### src/hw/rtl/ftw_pkg.sv
`default_nettype none

package ftw_pkg;

	localparam int unsigned APB_ADDR_W = 3;
	localparam int unsigned APB_DATA_W = 32;

	localparam logic [0:0] REG_SLOT = 1'b0;
	localparam logic [8:0] SLOT_RESET = 9'h1FF;

	localparam logic [2:0] OP_TRANSLATE = 3'd0;
	localparam logic [2:0] OP_PROBE     = 3'd1;
	localparam logic [2:0] OP_MAP       = 3'd2;
	localparam logic [2:0] OP_UNMAP     = 3'd3;
	localparam logic [2:0] OP_SET       = 3'd4;
	localparam logic [2:0] OP_CLEAR     = 3'd5;
	localparam logic [2:0] OP_RESPONSE  = 3'd6;

	localparam logic [1:0] REQ_READ  = 2'd0;
	localparam logic [1:0] REQ_WRITE = 2'd1;
	localparam logic [1:0] REQ_NONE  = 2'd2;

	localparam logic [2:0] ST_OK       = 3'd0;
	localparam logic [2:0] ST_MISORDER = 3'd5;

	localparam logic [1:0] LVL_4 = 2'd0;
	localparam logic [1:0] LVL_3 = 2'd1;
	localparam logic [1:0] LVL_2 = 2'd2;
	localparam logic [1:0] LVL_1 = 2'd3;

	localparam int unsigned BIT_PRESENT = 0;
	localparam int unsigned BIT_PS      = 7;

	typedef struct packed {
		logic [2:0]  cmd;
		logic [47:0] vaddr;
		logic [51:0] frame_addr;
		logic [63:0] flag_bits;
		logic [63:0] read_data;
	} in_item_t;

	typedef struct packed {
		logic [1:0]  req_kind;
		logic [63:0] mem_addr;
		logic [63:0] write_data;
		logic        done_res;
		logic [2:0]  status;
		logic [51:0] paddr;
		logic        flush;
	} out_item_t;

	typedef struct packed {
		logic        busy;
		logic [2:0]  op;
		logic [1:0]  level;
		logic [47:0] vaddr;
		logic [51:0] frame;
		logic [63:0] flags;
	} walk_state_t;

	function automatic logic [63:0] entry_addr(input logic [1:0] lv, input logic [47:0] va,
			input logic [8:0] r);
		logic [8:0] i4;
		logic [8:0] i3;
		logic [8:0] i2;
		logic [8:0] i1;
		logic [26:0] mid;
		logic [8:0] ix;
		i4 = va[47:39];
		i3 = va[38:30];
		i2 = va[29:21];
		i1 = va[20:12];
		case (lv)
			LVL_4: begin
				mid = {r, r, r};
				ix = i4;
			end
			LVL_3: begin
				mid = {r, r, i4};
				ix = i3;
			end
			LVL_2: begin
				mid = {r, i4, i3};
				ix = i2;
			end
			default: begin
				mid = {i4, i3, i2};
				ix = i1;
			end
		endcase
		return {{16{r[8]}}, r, mid, ix, 3'b000};
	endfunction

endpackage

`default_nettype wire

### src/hw/rtl/ftw_if.sv
`default_nettype none

interface ftw_in_if;
	logic        valid;
	logic        ready;
	logic [2:0]  cmd;
	logic [47:0] vaddr;
	logic [51:0] frame_addr;
	logic [63:0] flag_bits;
	logic [63:0] read_data;

	modport source(output valid, cmd, vaddr, frame_addr, flag_bits, read_data, input ready);
	modport sink(input valid, cmd, vaddr, frame_addr, flag_bits, read_data, output ready);
endinterface

interface ftw_out_if;
	logic        valid;
	logic        ready;
	logic [1:0]  req_kind;
	logic [63:0] mem_addr;
	logic [63:0] write_data;
	logic        done_res;
	logic [2:0]  status;
	logic [51:0] paddr;
	logic        flush;

	modport source(output valid, req_kind, mem_addr, write_data, done_res, status, paddr,
		flush, input ready);
	modport sink(input valid, req_kind, mem_addr, write_data, done_res, status, paddr,
		flush, output ready);
endinterface

`default_nettype wire

### src/hw/rtl/ftw_apb.sv
`default_nettype none

module ftw_apb (
	input  wire logic                           clk,
	input  wire logic                           arst_n,
	input  wire logic                           psel,
	input  wire logic                           penable,
	input  wire logic                           pwrite,
	input  wire logic [ftw_pkg::APB_ADDR_W-1:0] paddr,
	input  wire logic [ftw_pkg::APB_DATA_W-1:0] pwdata,
	output logic      [ftw_pkg::APB_DATA_W-1:0] prdata,
	output logic                                pready,
	output logic      [8:0]                     slot
);

	logic [8:0] slot_q;
	logic       hit;

	assign hit = (paddr[ftw_pkg::APB_ADDR_W-1] == ftw_pkg::REG_SLOT);

	always_ff @(posedge clk or negedge arst_n) begin
		if (!arst_n) begin
			slot_q <= ftw_pkg::SLOT_RESET;
		end else if (psel && penable && pwrite && hit) begin
			slot_q <= pwdata[8:0];
		end
	end

	assign pready = 1'b1;
	assign prdata = hit ? {{(ftw_pkg::APB_DATA_W-9){1'b0}}, slot_q} : '0;
	assign slot = slot_q;

endmodule

`default_nettype wire

### src/hw/rtl/ftw_step.sv
`default_nettype none

module ftw_step (
	input  wire logic                 clk,
	input  wire logic                 arst_n,
	input  wire logic                 advance,
	input  wire ftw_pkg::in_item_t    item,
	input  wire logic [8:0]           slot,
	output ftw_pkg::out_item_t        res,
	output logic                      busy
);

	ftw_pkg::walk_state_t state_q;
	ftw_pkg::walk_state_t state_d;

	always_ff @(posedge clk or negedge arst_n) begin
		if (!arst_n) begin
			state_q.busy  <= 1'b0;
			state_q.op    <= ftw_pkg::OP_TRANSLATE;
			state_q.level <= ftw_pkg::LVL_4;
			state_q.vaddr <= '0;
			state_q.frame <= '0;
			state_q.flags <= '0;
		end else if (advance) begin
			state_q <= state_d;
		end
	end

	always_comb begin
		logic [63:0] e;
		logic [47:0] va;
		logic [1:0]  lv;
		logic [63:0] leaf_addr;
		e = item.read_data;
		va = state_q.vaddr;
		lv = state_q.level;
		leaf_addr = ftw_pkg::entry_addr(ftw_pkg::LVL_1, va, slot);
		state_d = state_q;
		res.req_kind = ftw_pkg::REQ_NONE;
		res.mem_addr = '0;
		res.write_data = '0;
		res.done_res = 1'b1;
		res.status = ftw_pkg::ST_MISORDER;
		res.paddr = '0;
		res.flush = 1'b0;
		if (item.cmd != ftw_pkg::OP_RESPONSE) begin
			if (item.cmd <= ftw_pkg::OP_CLEAR && !state_q.busy) begin
				state_d.busy = 1'b1;
				state_d.op = item.cmd;
				state_d.level = ftw_pkg::LVL_4;
				state_d.vaddr = item.vaddr;
				state_d.frame = item.frame_addr;
				state_d.flags = item.flag_bits;
				res.req_kind = ftw_pkg::REQ_READ;
				res.mem_addr = ftw_pkg::entry_addr(ftw_pkg::LVL_4, item.vaddr, slot);
				res.done_res = 1'b0;
				res.status = ftw_pkg::ST_OK;
			end
		end else if (state_q.busy) begin
			res.status = ftw_pkg::ST_OK;
			if (!e[ftw_pkg::BIT_PRESENT]) begin
				state_d.busy = 1'b0;
				res.status = 3'(3'd4 - {1'b0, lv});
			end else if (state_q.op == ftw_pkg::OP_TRANSLATE && lv == ftw_pkg::LVL_3 &&
					e[ftw_pkg::BIT_PS]) begin
				state_d.busy = 1'b0;
				res.paddr = {e[51:30], va[29:0]};
			end else if (state_q.op == ftw_pkg::OP_TRANSLATE && lv == ftw_pkg::LVL_2 &&
					e[ftw_pkg::BIT_PS]) begin
				state_d.busy = 1'b0;
				res.paddr = {e[51:21], va[20:0]};
			end else if (state_q.op == ftw_pkg::OP_MAP && lv == ftw_pkg::LVL_2) begin
				state_d.busy = 1'b0;
				res.req_kind = ftw_pkg::REQ_WRITE;
				res.mem_addr = leaf_addr;
				res.write_data = {12'b0, state_q.frame[51:12], 12'b0} | state_q.flags;
				res.flush = 1'b1;
			end else if (lv != ftw_pkg::LVL_1) begin
				state_d.level = lv + 2'd1;
				res.req_kind = ftw_pkg::REQ_READ;
				res.mem_addr = ftw_pkg::entry_addr(lv + 2'd1, va, slot);
				res.done_res = 1'b0;
			end else begin
				state_d.busy = 1'b0;
				case (state_q.op)
					ftw_pkg::OP_TRANSLATE: begin
						res.paddr = {e[51:12], va[11:0]};
					end
					ftw_pkg::OP_UNMAP: begin
						res.req_kind = ftw_pkg::REQ_WRITE;
						res.mem_addr = leaf_addr;
						res.paddr = {e[51:12], 12'b0};
						res.flush = 1'b1;
					end
					ftw_pkg::OP_SET: begin
						res.req_kind = ftw_pkg::REQ_WRITE;
						res.mem_addr = leaf_addr;
						res.write_data = e | state_q.flags;
						res.flush = 1'b1;
					end
					ftw_pkg::OP_CLEAR: begin
						res.req_kind = ftw_pkg::REQ_WRITE;
						res.mem_addr = leaf_addr;
						res.write_data = e & ~state_q.flags;
						res.flush = 1'b1;
					end
					default: begin
					end
				endcase
			end
		end
	end

	assign busy = state_q.busy;

endmodule

`default_nettype wire

### src/hw/rtl/four_level_page_table_walker_top.sv
// four-level page table walker through a recursive self-map slot
// item channel: a command (translate, probe, map, unmap, set, clear) or a read
//   response carrying the table entry asked for by the last read request
// result channel: one beat per item beat; a read request, a leaf write with
//   flush, or completion with status and translated address
// apb port: register 0 at byte address 0 holds the recursive slot (9 bits)
// path: each accepted item beat goes through the input register, then one
//   combinational walk step into the result register
// throughput: one item per cycle while results are taken, set by the single walk
//   step stage; the walk state updates as each item leaves the input register
// a response can only arrive after the matching read request has been taken,
//   so a walk of n levels costs n round trips through external memory
// reset: walker idle, slot 511, no beat held in either register
// stall: the result register holds its beat until taken; the input register
//   keeps accepting until it is full, then item ready drops
`default_nettype none

module four_level_page_table_walker_top (
	input  wire logic                           clk,
	input  wire logic                           arst_n,
	ftw_in_if.sink                              item,
	ftw_out_if.source                           result,
	input  wire logic                           psel,
	input  wire logic                           penable,
	input  wire logic                           pwrite,
	input  wire logic [ftw_pkg::APB_ADDR_W-1:0] paddr,
	input  wire logic [ftw_pkg::APB_DATA_W-1:0] pwdata,
	output logic      [ftw_pkg::APB_DATA_W-1:0] prdata,
	output logic                                pready
);

	ftw_pkg::in_item_t  item_s1;
	logic               valid_s1;
	ftw_pkg::out_item_t result_s2;
	logic               valid_s2;
	ftw_pkg::out_item_t step_res;
	logic               advance;
	logic               busy;
	logic [8:0]         slot;

	ftw_apb u_apb (
		.clk     (clk),
		.arst_n  (arst_n),
		.psel    (psel),
		.penable (penable),
		.pwrite  (pwrite),
		.paddr   (paddr),
		.pwdata  (pwdata),
		.prdata  (prdata),
		.pready  (pready),
		.slot    (slot)
	);

	assign advance = valid_s1 && (!valid_s2 || result.ready);
	assign item.ready = !valid_s1 || advance;

	always_ff @(posedge clk or negedge arst_n) begin
		if (!arst_n) begin
			valid_s1 <= 1'b0;
		end else if (item.ready) begin
			valid_s1 <= item.valid;
		end
	end

	always_ff @(posedge clk) begin
		if (item.ready && item.valid) begin
			item_s1.cmd <= item.cmd;
			item_s1.vaddr <= item.vaddr;
			item_s1.frame_addr <= item.frame_addr;
			item_s1.flag_bits <= item.flag_bits;
			item_s1.read_data <= item.read_data;
		end
	end

	ftw_step u_step (
		.clk     (clk),
		.arst_n  (arst_n),
		.advance (advance),
		.item    (item_s1),
		.slot    (slot),
		.res     (step_res),
		.busy    (busy)
	);

	always_ff @(posedge clk or negedge arst_n) begin
		if (!arst_n) begin
			valid_s2 <= 1'b0;
		end else if (!valid_s2 || result.ready) begin
			valid_s2 <= valid_s1;
		end
	end

	always_ff @(posedge clk) begin
		if (advance) begin
			result_s2 <= step_res;
		end
	end

	assign result.valid = valid_s2;
	assign result.req_kind = result_s2.req_kind;
	assign result.mem_addr = result_s2.mem_addr;
	assign result.write_data = result_s2.write_data;
	assign result.done_res = result_s2.done_res;
	assign result.status = result_s2.status;
	assign result.paddr = result_s2.paddr;
	assign result.flush = result_s2.flush;

`ifndef ASSERT_OFF
	a_read_keeps_busy: assert property (@(posedge clk) disable iff (!arst_n)
		advance && step_res.req_kind == ftw_pkg::REQ_READ |=> busy)
		else $error("walker idle after issuing a read request");

	a_done_ends_walk: assert property (@(posedge clk) disable iff (!arst_n)
		advance && step_res.done_res && step_res.status != ftw_pkg::ST_MISORDER |=> !busy)
		else $error("walker still busy after completing a command");

	a_write_flushes: assert property (@(posedge clk) disable iff (!arst_n)
		valid_s2 && result_s2.req_kind == ftw_pkg::REQ_WRITE |->
		result_s2.flush && result_s2.done_res && result_s2.status == ftw_pkg::ST_OK)
		else $error("leaf write without flush or completion");

	a_slot_write: assert property (@(posedge clk) disable iff (!arst_n)
		psel && penable && pwrite && paddr[ftw_pkg::APB_ADDR_W-1] == ftw_pkg::REG_SLOT |=>
		slot == $past(pwdata[8:0]))
		else $error("recursive slot not updated by register write");
`endif

endmodule

`default_nettype wire
### src/flat_wrapper.sv
// flat-port wrapper written by rule: the top's interface ports become plain ports
module four_level_page_table_walker_top_flat 
  (clk, arst_n, psel, penable, pwrite, paddr, pwdata, prdata, pready, item_valid, item_cmd, item_vaddr, item_frame_addr, item_flag_bits, item_read_data, item_ready, result_valid, result_req_kind, result_mem_addr, result_write_data, result_done_res, result_status, result_paddr, result_flush, result_ready);
  ftw_in_if item_i ();
  ftw_out_if result_i ();
  input  wire logic clk;
  input  wire logic arst_n;
  input  wire logic psel;
  input  wire logic penable;
  input  wire logic pwrite;
  input  wire logic [ftw_pkg::APB_ADDR_W-1:0] paddr;
  input  wire logic [ftw_pkg::APB_DATA_W-1:0] pwdata;
  output logic      [ftw_pkg::APB_DATA_W-1:0] prdata;
  output logic pready;
  input wire logic [$bits(item_i.valid)-1:0] item_valid;
  input wire logic [$bits(item_i.cmd)-1:0] item_cmd;
  input wire logic [$bits(item_i.vaddr)-1:0] item_vaddr;
  input wire logic [$bits(item_i.frame_addr)-1:0] item_frame_addr;
  input wire logic [$bits(item_i.flag_bits)-1:0] item_flag_bits;
  input wire logic [$bits(item_i.read_data)-1:0] item_read_data;
  output wire logic [$bits(item_i.ready)-1:0] item_ready;
  output wire logic [$bits(result_i.valid)-1:0] result_valid;
  output wire logic [$bits(result_i.req_kind)-1:0] result_req_kind;
  output wire logic [$bits(result_i.mem_addr)-1:0] result_mem_addr;
  output wire logic [$bits(result_i.write_data)-1:0] result_write_data;
  output wire logic [$bits(result_i.done_res)-1:0] result_done_res;
  output wire logic [$bits(result_i.status)-1:0] result_status;
  output wire logic [$bits(result_i.paddr)-1:0] result_paddr;
  output wire logic [$bits(result_i.flush)-1:0] result_flush;
  input wire logic [$bits(result_i.ready)-1:0] result_ready;
  assign item_i.valid = item_valid;
  assign item_i.cmd = item_cmd;
  assign item_i.vaddr = item_vaddr;
  assign item_i.frame_addr = item_frame_addr;
  assign item_i.flag_bits = item_flag_bits;
  assign item_i.read_data = item_read_data;
  assign item_ready = item_i.ready;
  assign result_valid = result_i.valid;
  assign result_req_kind = result_i.req_kind;
  assign result_mem_addr = result_i.mem_addr;
  assign result_write_data = result_i.write_data;
  assign result_done_res = result_i.done_res;
  assign result_status = result_i.status;
  assign result_paddr = result_i.paddr;
  assign result_flush = result_i.flush;
  assign result_i.ready = result_ready;
  four_level_page_table_walker_top u_core (.clk(clk), .arst_n(arst_n), .item(item_i), .result(result_i), .psel(psel), .penable(penable), .pwrite(pwrite), .paddr(paddr), .pwdata(pwdata), .prdata(prdata), .pready(pready));
endmodule
### config.mk
export PLATFORM = sky130hd
export DESIGN_NAME = four_level_page_table_walker_top_flat
export DESIGN_NICKNAME = d
export VERILOG_FILES = /design/src/hw/rtl/ftw_pkg.sv /design/src/hw/rtl/ftw_if.sv /design/src/hw/rtl/ftw_apb.sv /design/src/hw/rtl/ftw_step.sv /design/src/hw/rtl/four_level_page_table_walker_top.sv /design/src/flat_wrapper.sv
export SDC_FILE = /design/constraint.sdc
export NUM_CORES = 1
export LEC_CHECK = 0
export BUFFER_PORTS_ARGS = -buffer_cell sky130_fd_sc_hd__buf_4
export CELL_PAD_IN_SITES_DETAIL_PLACEMENT = 0
export CELL_PAD_IN_SITES_GLOBAL_PLACEMENT = 1
export CORE_MARGIN = 1.5
export CORE_UTILIZATION = 48
export DETAILED_ROUTE_END_ITERATION = 7
export GPL_ROUTABILITY_DRIVEN = 0
export GPL_TIMING_DRIVEN = 0
export PLACE_DENSITY_LB_ADDON = 0.08
export SLEW_MARGIN = 10
export SYNTH_ARGS = -nofsm -noshare
export SYNTH_HDL_FRONTEND = slang
export SYNTH_SLANG_ARGS = --single-unit
### constraint.sdc
create_clock -name clk -period 10.8 [get_ports clk]
set_clock_uncertainty 0.1 [all_clocks]
set_input_delay 2.16 -clock clk [delete_from_list [all_inputs] [get_ports clk]]
set_output_delay 2.16 -clock clk [all_outputs]
set_load 0.02 [all_outputs]
==> results.tsv <==
metric	value	unit
status	complete, but fails checks	
violations	DRC	
die_h	216	um
yosysWarnings	0	
grt_overflow_total	0	
start_util	48.8	%
cts_resized	0	
drt_wl_total	56700	um
preCtsSetupSlack	5.76	ns
dp.cells	2385	
worst_pin_slew	0.986	ns
numCtsBuffers	55	
synthFlopType	edfxtp_1	
leakagePower	10.9	nW
clk_pin_slew	0.06	ns
boundaryPins	495	
htree_levels	2	
mostFrequentLayoutCells	473 x buf_4, 386 x edfxtp_1, 160 x dfrtp_1, 109 x mux2_1, 68 x clkbuf_1	
post-dp-hpwl	40400	um
core-area	44400	sq um
seqPwrFrac	51.4	%
area_growth_syn_to_layout	28.0	%
regToRegSetupSlack	7.71	ns
yosysSeqAreaShare	73.0	%
via_per_inst	5.40	
crit_required	8.54	ns
setup_tns	0	ns
io_buffers	430	
grt_max_degree	100	
fp.dieW	216	um
power_density	214	nW/um^2
drv_slew	0	
pwr-share-clk	31.0	%
antenna_found_initial	7	
final_cell_count_no_fill	2494	
yosysUniqueCellTypes	58	
worstSetupStartpointType	input port	
clock_path_buffers	3	
vias	13468	
die-area	46500	sq um
critPathKind	input port to output pin	
rsz0062_at_grt	false	
cts_sinks	555	
initialDrtViolationCount	1384	
drive_above_1_share	35.5	%
syn_area	21700	sq um
relSlewSlack	34.3	%
cp-end-kind	output pin	
drc	1	
cts_tree	built	
p_int	4.32	mW
comb_power_share	17.6	%
final_common_cell	buf_4	
vdd_ir_drop_max	0.147	mV
clk_latency	0.60	ns
nets	2129	
crit_fanout	3	
min_period_over_period	45.3	%
row_count	77	
avgSynthCellArea	16.3	sq um
swShare	27.3	%
fin_crit	4.90	ns
grt_pass1_wl	83700	um
synth-async-reset-ratio	30.5	%
fmax	0.204	GHz
antenna_left	0	
hp-class	flip-flop to flip-flop	
routedWlPerCell	22.8	um
track_usage	24.2	%
setup_violations	0	
switching_power	1.62	mW
postSynthCellCount	1330	
grt_pass1_vias	13569	
synth_edf_count	386	
dr.pass1.iters	8	
cap_violations	0	
cts.root.buffer_cell	clkbuf_16	
cts_setup_buffers	0	
ys_ff_latch	555	
holdBufCountCts	0	
crit_arrival	2.64	ns
fin_ws	5.90	ns
hold_violations	0	
[kinds of logic after synthesis]
family	count (synthesis)	share of synthesized area, %
AOI/OAI and AO/OA	163	6.41
adders and majority gates	6	0.346
buffers and inverters	136	3.33
DFF	555	73.0
muxes	184	9.45
other	2	0.0346
and+or+nand+nor	284	7.43
[worst paths after layout]
kind | from | to | cells after the start
max in group asynchronous | arst_n | u_core.u_step.state_q[85] | 2
setup / recovery | result_ready | item_ready | 3
setup reg to reg | u_core.u_step.state_q[165] | u_core.result.write_data[23] | 8
hold reg to reg | u_core.item_s1[206] | u_core.u_step.state_q[142] | 1
hold / removal | u_core.item_s1[206] | u_core.u_step.state_q[142] | 1
min in group asynchronous | arst_n | u_core.u_step.state_q[151] | 1
[synth_stat cells, types with 2 or more instances]
cell | instances | area share (%)
a221o_1 | 29 | 1.3
a22oi_1 | 11 | 0.38
clkbuf_1 | 49 | 0.85
conb_1 | 2 | 0.035
and2_1 | 16 | 0.46
o211ai_1 | 4 | 0.14
mux2_2 | 56 | 2.9
o21ai_0 | 3 | 0.069
dfstp_2 | 9 | 1.1
a32oi_1 | 3 | 0.12
mux2i_1 | 19 | 0.88
or2_1 | 2 | 0.058
a21oi_1 | 29 | 0.67
nor2b_1 | 64 | 1.8
a211o_1 | 2 | 0.081
or3_1 | 3 | 0.087
ha_1 | 6 | 0.35
nor3b_1 | 24 | 0.83
nand3b_1 | 26 | 0.90
a21oi_2 | 3 | 0.12
o21a_1 | 2 | 0.069
dfrtp_1 | 160 | 18
nand3_1 | 3 | 0.069
nor3_1 | 49 | 1.1
a22o_1 | 4 | 0.16
a222oi_1 | 57 | 2.6
inv_1 | 5 | 0.087
mux2_1 | 109 | 5.7
buf_2 | 37 | 0.85
a211oi_1 | 2 | 0.069
nand2_1 | 38 | 0.66
nand2b_1 | 5 | 0.14
nor2_1 | 43 | 0.74
edfxtp_1 | 386 | 53
o31a_1 | 4 | 0.16
buf_4 | 44 | 1.5
[power by group through the flow]
stage               combinational (mW)  sequential (mW)  clock (mW)
floorplan                        0.621             3.05           0
global placement                  1.00             3.11           0
detailed placement                1.05             3.09           0
CTS                               1.05             3.05        1.89
global route                      1.13             3.10        1.96
finish                            1.04             3.05        1.84
[worst max-delay path, cell delays in order]
cell and delay [ns]:
buf_4 0.11, nand3b_1 0.19, buf_4 0.18
[layout make-up]
type | count | area [sq um]
buffer | 131 | 703
tap | 592 | 741
sequential | 555 | 15800
multi-input combinational | 664 | 5230
clock buffer | 87 | 1640
fill | 3393 | 16700
clock inverter | 16 | 120
inverter | 5 | 18.8
timing repair buffer | 438 | 3450
antenna | 6 | 15.0
[flip-flops by register name, indices dropped and copies added, names as in the netlist, 3 cells and up]
name                      flops
u_core.item_s1              219
u_core.u_step.state_q       157
u_core.result.write_data     64
u_core.result.paddr          52
u_core.result.mem_addr       45
u_core.u_apb.slot             9
u_core.result.status          3
[per-stage QoR]
step	util [%]	total power, mW	cell area [sq um]	hold slack, ns
finish	62.5	5.94	27700	0.350
global route	62.5	6.19	27700	0.366
global placement	58.0	4.11	25700	0.334
CTS	62.4	5.99	27700	0.354
floorplan	-	3.67	21800	0.332
detailed placement	58.5	4.14	26000	0.340
[per-layer routing]
metal	vias up	routed length (um)	GRT usage [%]
li1	6113	-	-
met1	6704	22500	30.9
met2	541	27800	39.7
met3	108	4590	6.29
met4	2	1880	9.70
met5	-	13	0
(Power assumes the default switching activity.)
